$ cat src/design/pba_pkg.sv
// shared types, widths and saturation helpers for the peak background area block
// no dependencies; imported by every module of the block
`timescale 1ns / 1ps

package pba_pkg;

  localparam int SampleW = 32;
  localparam int AreaW   = 48;
  localparam int HeightW = 33;
  localparam int WideW   = 50;

  // one input item as it sits in the input register
  typedef struct packed {
    logic signed [SampleW-1:0] sample;
    logic                      first;
    logic                      is_apex;
    logic                      last;
  } item_t;

  // accumulated values handed to the result stage on a last sample
  typedef struct packed {
    logic signed [AreaW-1:0]   raw_sum;
    logic signed [AreaW-1:0]   bg_sum;
    logic signed [SampleW-1:0] apex_raw;
    logic signed [SampleW-1:0] apex_bg;
    logic                      apex_flag;
  } result_t;

  // clamp a wide signed value to the signed 48-bit range
  function automatic logic signed [AreaW-1:0] sat48(input logic signed [WideW-1:0] v);
    logic signed [AreaW-1:0] r;
    if (v[WideW-1:AreaW-1] == {(WideW-AreaW+1){1'b0}} ||
        v[WideW-1:AreaW-1] == {(WideW-AreaW+1){1'b1}}) begin
      r = v[AreaW-1:0];
    end else if (v[WideW-1]) begin
      r = {1'b1, {(AreaW-1){1'b0}}};
    end else begin
      r = {1'b0, {(AreaW-1){1'b1}}};
    end
    return r;
  endfunction

  // clamp a 33-bit signed value to the signed 32-bit range
  function automatic logic signed [SampleW-1:0] sat32(input logic signed [SampleW:0] v);
    logic signed [SampleW-1:0] r;
    if (v[SampleW] == v[SampleW-1]) begin
      r = v[SampleW-1:0];
    end else if (v[SampleW]) begin
      r = {1'b1, {(SampleW-1){1'b0}}};
    end else begin
      r = {1'b0, {(SampleW-1){1'b1}}};
    end
    return r;
  endfunction

endpackage

$ cat src/design/pba_accum.sv
// region state: background line, previous points, doubled area sums and apex hold
// depends on pba_pkg (item_t, result_t, sat32, sat48)
`timescale 1ns / 1ps

module pba_accum (
  input  logic                             clk,
  input  logic                             rst,
  input  logic                             step,
  input  pba_pkg::item_t                   item,
  input  logic signed [pba_pkg::SampleW-1:0] bg_slope,
  output pba_pkg::result_t                 res_next
);
  import pba_pkg::*;

  logic signed [SampleW-1:0] bg_line, bg_line_next;
  logic signed [SampleW-1:0] prev_raw, prev_bg;
  logic signed [AreaW-1:0]   raw_sum, raw_sum_next;
  logic signed [AreaW-1:0]   bg_sum, bg_sum_next;
  logic signed [SampleW-1:0] apex_raw_hold, apex_raw_next;
  logic signed [SampleW-1:0] apex_bg_hold, apex_bg_next;
  logic                      apex_flag, apex_flag_next;

  logic signed [SampleW-1:0] line_eff;
  logic signed [SampleW-1:0] bgp;
  logic signed [SampleW:0]   line_sum;

  always_comb begin
    // the first sample of a region restarts the line at the sample itself
    line_eff = item.first ? item.sample : bg_line;
    bgp      = (item.sample < line_eff) ? item.sample : line_eff;
    line_sum = SampleW'(0) + (SampleW+1)'(line_eff) + (SampleW+1)'(bg_slope);
    bg_line_next = sat32(line_sum);

    if (item.first) begin
      raw_sum_next = '0;
      bg_sum_next  = '0;
    end else begin
      raw_sum_next = sat48(WideW'(raw_sum) + WideW'(prev_raw) + WideW'(item.sample));
      bg_sum_next  = sat48(WideW'(bg_sum) + WideW'(prev_bg) + WideW'(bgp));
    end

    if (item.is_apex) begin
      apex_raw_next  = item.sample;
      apex_bg_next   = bgp;
      apex_flag_next = 1'b1;
    end else if (item.first) begin
      apex_raw_next  = '0;
      apex_bg_next   = '0;
      apex_flag_next = 1'b0;
    end else begin
      apex_raw_next  = apex_raw_hold;
      apex_bg_next   = apex_bg_hold;
      apex_flag_next = apex_flag;
    end

    res_next.raw_sum   = raw_sum_next;
    res_next.bg_sum    = bg_sum_next;
    res_next.apex_raw  = apex_raw_next;
    res_next.apex_bg   = apex_bg_next;
    res_next.apex_flag = apex_flag_next;
  end

  always_ff @(posedge clk) begin
    if (rst) begin
      bg_line       <= '0;
      prev_raw      <= '0;
      prev_bg       <= '0;
      raw_sum       <= '0;
      bg_sum        <= '0;
      apex_raw_hold <= '0;
      apex_bg_hold  <= '0;
      apex_flag     <= 1'b0;
    end else if (step) begin
      bg_line       <= bg_line_next;
      prev_raw      <= item.sample;
      prev_bg       <= bgp;
      raw_sum       <= raw_sum_next;
      bg_sum        <= bg_sum_next;
      apex_raw_hold <= apex_raw_next;
      apex_bg_hold  <= apex_bg_next;
      apex_flag     <= apex_flag_next;
    end
  end

endmodule

$ cat src/design/pba_result.sv
// output register: peak area and apex height formed from the held region values
// depends on pba_pkg (result_t, sat48)
`timescale 1ns / 1ps

module pba_result (
  input  logic                               clk,
  input  logic                               rst,
  input  logic                               mid_valid,
  input  pba_pkg::result_t                   mid,
  output logic                               out_ready,
  output logic                               out_valid,
  input  logic                               out_stall,
  output logic signed [pba_pkg::AreaW-1:0]   raw_area_x2,
  output logic signed [pba_pkg::AreaW-1:0]   bg_area_x2,
  output logic signed [pba_pkg::AreaW-1:0]   peak_area_x2,
  output logic signed [pba_pkg::SampleW-1:0] apex_raw,
  output logic signed [pba_pkg::HeightW-1:0] apex_height,
  output logic                               apex_seen
);
  import pba_pkg::*;

  logic signed [AreaW-1:0]   peak_next;
  logic signed [HeightW-1:0] height_next;
  logic signed [SampleW-1:0] apex_next;

  assign out_ready = !out_valid || !out_stall;

  always_comb begin
    peak_next = sat48(WideW'(mid.raw_sum) - WideW'(mid.bg_sum));
    if (mid.apex_flag) begin
      apex_next   = mid.apex_raw;
      height_next = HeightW'(mid.apex_raw) - HeightW'(mid.apex_bg);
    end else begin
      apex_next   = '0;
      height_next = '0;
    end
  end

  always_ff @(posedge clk) begin
    if (rst) begin
      out_valid <= 1'b0;
    end else if (out_ready) begin
      out_valid <= mid_valid;
    end
  end

  always_ff @(posedge clk) begin
    if (out_ready && mid_valid) begin
      raw_area_x2  <= mid.raw_sum;
      bg_area_x2   <= mid.bg_sum;
      peak_area_x2 <= peak_next;
      apex_raw     <= apex_next;
      apex_height  <= height_next;
      apex_seen    <= mid.apex_flag;
    end
  end

endmodule

$ cat src/design/peak_background_area.sv
// top level: input register, region accumulator, hand-over register and output register
// depends on pba_pkg, pba_accum and pba_result
`timescale 1ns / 1ps

// Peak area against a sloped, clamped background. Samples of one region arrive first to
// last and one item is taken every clock cycle while in_stall is low; the background
// line, trapezoid sums and apex hold are updated by the accumulator as each item leaves
// the input register, so that loop sets the rate. A result is offered on out_valid once
// its last sample has passed the hand-over register, then the output register. While a
// result waits under out_stall, samples that are not last keep flowing; a last sample
// waits only when both the hand-over and output registers are full. bg_slope is written
// through cfg_we/cfg_data and should only change between regions.
module peak_background_area (
  input  logic                               clk,
  input  logic                               rst,
  input  logic                               cfg_we,
  input  logic signed [pba_pkg::SampleW-1:0] cfg_data,
  input  logic                               in_valid,
  output logic                               in_stall,
  input  logic signed [pba_pkg::SampleW-1:0] sample,
  input  logic                               first,
  input  logic                               is_apex,
  input  logic                               last,
  output logic                               out_valid,
  input  logic                               out_stall,
  output logic signed [pba_pkg::AreaW-1:0]   raw_area_x2,
  output logic signed [pba_pkg::AreaW-1:0]   bg_area_x2,
  output logic signed [pba_pkg::AreaW-1:0]   peak_area_x2,
  output logic signed [pba_pkg::SampleW-1:0] apex_raw,
  output logic signed [pba_pkg::HeightW-1:0] apex_height,
  output logic                               apex_seen
);
  import pba_pkg::*;

  logic signed [SampleW-1:0] bg_slope;

  logic    r_valid;
  item_t   r_item;
  logic    r_fire;
  logic    in_take;

  logic    mid_valid;
  result_t mid;
  result_t res_next;
  logic    mid_ready;
  logic    out_ready;

  always_ff @(posedge clk) begin
    if (rst) begin
      bg_slope <= '0;
    end else if (cfg_we) begin
      bg_slope <= cfg_data;
    end
  end

  // a sample that is not last never needs room downstream
  assign mid_ready = !mid_valid || out_ready;
  assign r_fire    = r_valid && (!r_item.last || mid_ready);
  assign in_stall  = r_valid && !r_fire;
  assign in_take   = in_valid && !in_stall;

  always_ff @(posedge clk) begin
    if (rst) begin
      r_valid <= 1'b0;
    end else if (in_take) begin
      r_valid <= 1'b1;
    end else if (r_fire) begin
      r_valid <= 1'b0;
    end
  end

  always_ff @(posedge clk) begin
    if (in_take) begin
      r_item.sample  <= sample;
      r_item.first   <= first;
      r_item.is_apex <= is_apex;
      r_item.last    <= last;
    end
  end

  pba_accum u_accum (
    .clk      (clk),
    .rst      (rst),
    .step     (r_fire),
    .item     (r_item),
    .bg_slope (bg_slope),
    .res_next (res_next)
  );

  always_ff @(posedge clk) begin
    if (rst) begin
      mid_valid <= 1'b0;
    end else if (r_fire && r_item.last) begin
      mid_valid <= 1'b1;
    end else if (out_ready) begin
      mid_valid <= 1'b0;
    end
  end

  always_ff @(posedge clk) begin
    if (r_fire && r_item.last) begin
      mid <= res_next;
    end
  end

  pba_result u_result (
    .clk          (clk),
    .rst          (rst),
    .mid_valid    (mid_valid),
    .mid          (mid),
    .out_ready    (out_ready),
    .out_valid    (out_valid),
    .out_stall    (out_stall),
    .raw_area_x2  (raw_area_x2),
    .bg_area_x2   (bg_area_x2),
    .peak_area_x2 (peak_area_x2),
    .apex_raw     (apex_raw),
    .apex_height  (apex_height),
    .apex_seen    (apex_seen)
  );

`ifndef NO_ASSERTIONS
  // back-pressure only ever comes from an item held in the input register
  a_stall_held: assert property (@(posedge clk) disable iff (rst)
    in_stall |-> r_valid)
    else $error("input stalled with an empty input register");

  // a waiting hand-over result is never dropped while the output is blocked
  a_mid_kept: assert property (@(posedge clk) disable iff (rst)
    mid_valid && !out_ready |=> mid_valid && $stable(mid))
    else $error("hand-over result lost under stall");

  // only a last sample creates a result
  a_mid_last: assert property (@(posedge clk) disable iff (rst)
    $rose(mid_valid) |-> $past(r_fire && r_item.last))
    else $error("result created without a last sample");

  // no apex in the region gives zero apex fields
  a_no_apex: assert property (@(posedge clk) disable iff (rst)
    out_valid && !apex_seen |-> apex_raw == '0 && apex_height == '0)
    else $error("apex fields set without an apex");
`endif

endmodule

$ cat config.mk
export PLATFORM = sky130hd
export DESIGN_NAME = peak_background_area
export DESIGN_NICKNAME = d
export VERILOG_FILES = /design/src/design/pba_pkg.sv /design/src/design/pba_accum.sv /design/src/design/pba_result.sv /design/src/design/peak_background_area.sv
export SDC_FILE = /design/constraint.sdc
export NUM_CORES = 2
export LEC_CHECK = 0
export ABC_AREA = 0
export BUFFER_PORTS_ARGS = -buffer_cell sky130_fd_sc_hd__buf_4
export CELL_PAD_IN_SITES_DETAIL_PLACEMENT = 2
export CELL_PAD_IN_SITES_GLOBAL_PLACEMENT = 2
export CORE_UTILIZATION = 42
export CTS_CLUSTER_DIAMETER = 60
export DETAILED_ROUTE_END_ITERATION = 6
export GPL_ROUTABILITY_DRIVEN = 0
export PLACE_DENSITY_LB_ADDON = 0.1
export SKIP_LAST_GASP = 1
export SLEW_MARGIN = 15
export SYNTH_ARGS = -nofsm -noshare
export SYNTH_HDL_FRONTEND = slang
export SYNTH_SLANG_ARGS = --single-unit
$ cat constraint.sdc
create_clock -name clk -period 31.2 [get_ports clk]
set_input_delay 6.24 -clock clk [delete_from_list [all_inputs] [get_ports clk]]
set_output_delay 6.24 -clock clk [all_outputs]
set_load 0.01 [all_outputs]
; ---- Yosys cells after proc, flatten, opt, wreduce, memory -nomap -nowiden
; Cells that the tools add are included.
[word_totals]
input_bits = 72
reg_bits = 698
wordCells = 83
[op_classes]
n_lt_le_gt_ge = 1
eq_ne = 4
reduce_logical = 22
mux = 22
n_addsub = 7
[ops]
columns = op, n
row1 = $mux W48, 8
row2 = $mux W32, 8
row3 = $add A49 B32 Y50, 2
row4 = $add A48 B32 Y49, 2
row5 = $sub A48 B48 Y49, 1
row6 = $add A32 B32 Y33, 1
row7 = $sub A32 B32 Y33, 1
row8 = $lt A32 B32 Y1, 1
row9 = $eq A3 B3 Y1 const B, 3
row10 = $logic_not A3 Y1, 3
row11 = $logic_not A1 Y1, 6
row12 = $logic_or A1 B1 Y1, 6
row13 = $mux W1, 6
row14 = $logic_and A1 B1 Y1, 5
row15 = $reduce_bool A2 Y1, 2
row16 = $eq A1 B1 Y1, 1

; ---- Logic depth before layout (Yosys ltp)
[logic_depth]
depth_word = 10
mapped_depth = 33
mapped_depth_nobuf = 28

; ---- Modules after synthesis
; Synthesis repeated with hierarchy kept, for this count alone.
[unflattened]
hier_cells = 4029
hier_area_um2 = 40080.9
[by_module_without_submodules]
columns = module, cells_per_inst, seq_area_each_um2, instances, area_each_um2
row1 = pba_accum, 2657, 5144.9, 1, 21065.2
row2 = pba_result, 1059, 6326.1, 1, 11858.9
row3 = peak_background_area, 313, 6566.3, 1, 7156.9

; ---- Worst setup path after synthesis
; No wires, ideal clock.
[synth_path]
kind = input port to flip-flop
start = input port out_stall
end = register u_result.apex_height[0] in the netlist's numbering (enable)
cell_stages = 1
setup_time_ns = 1.099
t_required_ns = 30.101
t_arrival_ns = 21.366
n_path_buf = 0
setup_slack_ns = 8.736
cell_sequence = a21boi_0
[synth_between]
elab_chain_len = 3
[synth_rtl]
columns = item, line
row1 = "start, declared", peak_background_area.sv:25  ; input logic out_stall,
row2 = $logic_not A1 Y1, pba_result.sv:26  ; assign out_ready = !out_valid || !out_stall;
row3 = $logic_or A1 B1 Y1, pba_result.sv:26
row4 = $logic_and A1 B1 Y1, pba_result.sv:48  ; if (out_ready && mid_valid) begin
row5 = "end signal, assigned", pba_result.sv:53  ; apex_height <= height_next;
row6 = "end, declared", pba_result.sv:17  ; output logic signed [pba_pkg::HeightW-1:0] apex_height,
; Every way passes these cells.
; A chain may end at the register's enable or synchronous reset.

; ---- Worst setup path after layout
[layout_path]
start = input port out_stall
end = output port in_stall
[layout_between]
elab_chain_len = 7
[layout_rtl]
columns = item, line
row1 = $logic_not A1 Y1, pba_result.sv:26
row2 = $logic_or A1 B1 Y1, pba_result.sv:26
row3 = $logic_or A1 B1 Y1, peak_background_area.sv:57  ; assign mid_ready = !mid_valid || out_ready;
row4 = $logic_or A1 B1 Y1, peak_background_area.sv:58  ; assign r_fire = r_valid && (!r_item.last || mid_ready);
row5 = $logic_and A1 B1 Y1, peak_background_area.sv:58
row6 = $logic_not A1 Y1, peak_background_area.sv:59  ; assign in_stall = r_valid && !r_fire;
row7 = $logic_and A1 B1 Y1, peak_background_area.sv:59
row8 = "end, declared", peak_background_area.sv:19  ; output logic in_stall,
; Every way passes these cells.

==> run_results.csv <==
group,metric,value,unit
status,status,"finished, final reports clean",
power_and_ir_drop,combPwrFrac,29.6,%
synth,synth-seq-cells,698,
clock_tree,cts_root_buffer,"clkbuf_16",
floorplan,pin_count,284,
synth,avgSynthCellArea,9.592,µm²
clock_tree,post_cts_buffers,0,
sta,totalNegativeSetupSlack,0,ps
sta,drv_slew,0,
synth,yosysUniqueCellTypes,101,
synth,syn_inst,4181,
place,dpl.hpwl,112.2,mm
sta,post-route-min-period,13160,ps
clock_tree,cts_tree,"done",
power_and_ir_drop,vdd_drop_max,0.00006201,V
finish,drive_gt1_share,12.89,%
clock_tree,insertion_delay,690,ps
flow_run,max-cap-violations,0,
sta,rsz0062_at_grt,"no",
synth,seq_area_frac_synth,44.98,%
worst_hold_path,min_path_type,"flip-flop to flip-flop",
synth,syn_nets,4593,
setup_path,worstSetupPathType,"input pin to output pin",
floorplan,start_util,42.71,%
synth,yosys_warnings,0,
route,drt-total-wl,152.3,mm
power_and_ir_drop,p_switching,1.114,mW
synth,mappedNetlistArea,40100,µm²
finish,nets,4842,
synth,synthArstFlopShare,0,%
global_route,antenna_found_initial,3,
setup_path,reg2reg_depth,27,
place,portBuffers,283,
place,placed_cell_area,43550,µm²
floorplan,coreArea,93890,µm²
synth,synth_flop_cell,"edfxtp_1",
sta,slew_headroom,21.33,%
route,drt_iter0_markers,2297,
power_and_ir_drop,p_seq_share,35.8,%
global_route,grt_pass1_wl,229.9,mm
setup_path,critPathCaptureType,"output pin",
clock_tree,cts_resized,0,
clock_tree,ctsHoldBuffers,0,
power_and_ir_drop,clock_power_share,34.6,%
floorplan,die_area,96730,µm²
clock_tree,cts_buffer_depth,3,
floorplan,fp.dieW,311.0,µm
power_and_ir_drop,power_density,66.02,nW/µm²
setup_path,cp_max_fo,3,
setup_path,reg2reg_from,"r_item[2]",
route,viasPerCell,5.807,
worst_hold_path,min_path_cells,0,
clock_tree,clk_pin_slew_worst_paths,60,ps
sta,final_hold_viol_count,0,
global_route,grt_max_degree,85,
power_and_ir_drop,power.share.switching,36.20,%
power_and_ir_drop,total_power,3.077,mW
route,vias,33446,
sta,max_freq,76.01,MHz
clock_tree,cts_htree_levels,3,
global_route,grt.overflow.total,0,
floorplan,fp.dieH,311.0,µm
floorplan,core.rowCount,112,
route,dr.pass1.iters,5,
worst_hold_path,min_to,"u_result.bg_area_x2[47]",
setup_path,required,24960,ps
setup_path,cp-start-kind,"input pin",
route,wire_per_inst,26.44,µm
global_route,grt_use_total,30.99,%
power_and_ir_drop,intPower,1.963,mW
global_route,grt_pass1_vias,36357,
route,drc,0,
setup_path,reg2reg_slack,21250,ps
finish,diodes,0,
power_and_ir_drop,p_leak,19.58,nW
route,ant_nets,0,
setup_path,arrival,6920,ps
sta,worst-slew-pin-transition,1176,ps
setup_path,regToRegEndpoint,"u_accum.bg_sum[0]",
worst_hold_path,worstHoldStart,"mid[112]",
finish,fin_area,46620,µm²
sta,setup_violations,0,
finish,syn_to_final_growth,16.24,%
clock_tree,clock_sinks,698,
clock_tree,cts_buffers,90,
sta,min_period_over_period,42.17,%
synth,synth_edf_count,406,
sta,finalClockSkew,26.52,ps
[sequential cells by signal, summed over array words and instances (netlist names)]
register / cells
mid: 161
u_accum.bg_sum: 48
u_accum.raw_sum: 48
u_result.bg_area_x2: 48
u_result.peak_area_x2: 48
u_result.raw_area_x2: 48
r_item: 35
u_result.apex_height: 33
bg_slope: 32
u_accum.apex_bg_hold: 32
u_accum.apex_raw_hold: 32
u_accum.bg_line: 32
u_accum.prev_bg: 32
u_accum.prev_raw: 32
u_result.apex_raw: 32
mid_valid: 1
r_valid: 1
u_accum.apex_flag: 1
u_result.apex_seen: 1
u_result.out_valid: 1
[critical path, stage by stage]
cell	delay, ps
buf_4	110
and3_1	200
nand3_1	100
inv_1	130
buf_4	130
[cell usage in the layout, fill, tap and decap left out, drive strengths merged, types with 31 or more instances in the layout]
| cell | synthesis | final |
|---|---|---|
| and2 | 55 | 55 |
| nand4 | 34 | 34 |
| buf | 51 | 338 |
| nor2 | 397 | 397 |
| a21oi | 359 | 359 |
| nand3 | 33 | 33 |
| fa | 101 | 101 |
| clkinv | 1 | 42 |
| nor3 | 38 | 38 |
| nor2b | 31 | 31 |
| inv | 349 | 358 |
| nand2 | 484 | 484 |
| o21bai | 35 | 35 |
| a31oi | 35 | 35 |
| and3 | 35 | 35 |
| xor2 | 56 | 56 |
| a21o | 113 | 113 |
| clkbuf | 130 | 108 |
| ha | 239 | 239 |
| xnor2 | 110 | 110 |
| dfxtp | 292 | 292 |
| edfxtp | 406 | 406 |
| a211oi | 82 | 82 |
| mux2i | 99 | 99 |
| o21ai | 350 | 350 |
[worst max-delay path by stage]
stage | startpoint | cells after the start | to
after floorplan | out_stall | 1 | u_result.apex_height[0]
after global placement | out_stall | 5 | in_stall
after detailed placement | out_stall | 5 | in_stall
after CTS | out_stall | 5 | in_stall
after global routing | out_stall | 5 | in_stall
final | out_stall | 5 | in_stall
[synth_stat cells, drive strengths merged, types with 24 or more instances]
library cell    n  area share, %
and3           35           0.55
o21a           24           0.45
xnor2         110            2.4
a31oi          35           0.58
a21o          113            2.1
xor2           56            1.2
mux2i          99            2.5
a211oi         82            1.5
nor2b          31           0.48
o21ai         350            4.5
ha            239            7.5
dfxtp         292             15
nand3          33           0.42
a21oi         359            4.8
edfxtp        406             30
nor2          397            3.7
nor3           38           0.50
nand2b         24           0.39
inv           349            3.3
nand2         484            4.5
o21bai         35           0.66
fa            101            5.0
nand4          34           0.53
buf            51           0.70
and2           55           0.86
clkbuf        130            1.2
[logic make-up (layout without fill, tap and decap cells)]
kind of cell	Yosys count	in the layout	synth area share, %
multiplexers	101	101	2.527
adder cells (fa/ha/maj)	348	348	12.70
XOR/XNOR	166	166	3.625
flip-flops	698	698	44.98
AO/OA/AOI/OAI	1141	1141	17.79
AND/OR/NAND/NOR	1196	1196	13.19
buffers and inverters	531	856	5.198
[area by class of cell]
| cell class | count | area, µm² |
|---|---|---|
| sequential | 698 | 18040 |
| inverter | 350 | 1314 |
| timing repair buffer | 338 | 2561 |
| clock inverter | 60 | 608.1 |
| clock buffer | 108 | 2424 |
| tap | 1254 | 1569 |
| multi-input combinational | 2952 | 20100 |
| fill | 9854 | 47270 |
[power by group through the flow]
stage	clock network, mW	registers [mW]	logic [mW]
floorplan	0	1.10	0.585
global placement	0	1.12	0.835
detailed placement	0	1.12	0.880
CTS	1.08	1.10	0.901
global route	1.11	1.11	0.983
finish	1.07	1.10	0.910
[metrics by stage]
step	worst slack, ps	hold slack, ps	utilization (%)	std cells
6_report	18040	453.8	49.65	5760
5_1_grt	17980	477.6	49.65	5760
4_1_cts	18040	456.4	49.61	5759
3_5_place_dp	18040	443.3	46.38	5591
3_3_place_gp	18040	434.5	46.38	5591
2_1_floorplan	8736	424.7	-	4181
[metal layers]
metal | routed length, µm | track usage [%] | share of wire [%]
met3 | 5862 | 3.966 | 3.8
met4 | 6285 | 12.62 | 4.1
met5 | 0 | 0 | 0
met1 | 64030 | 38.47 | 42
met2 | 76120 | 54.21 | 50
No activity file was read; power rests on OpenSTA's default activity.
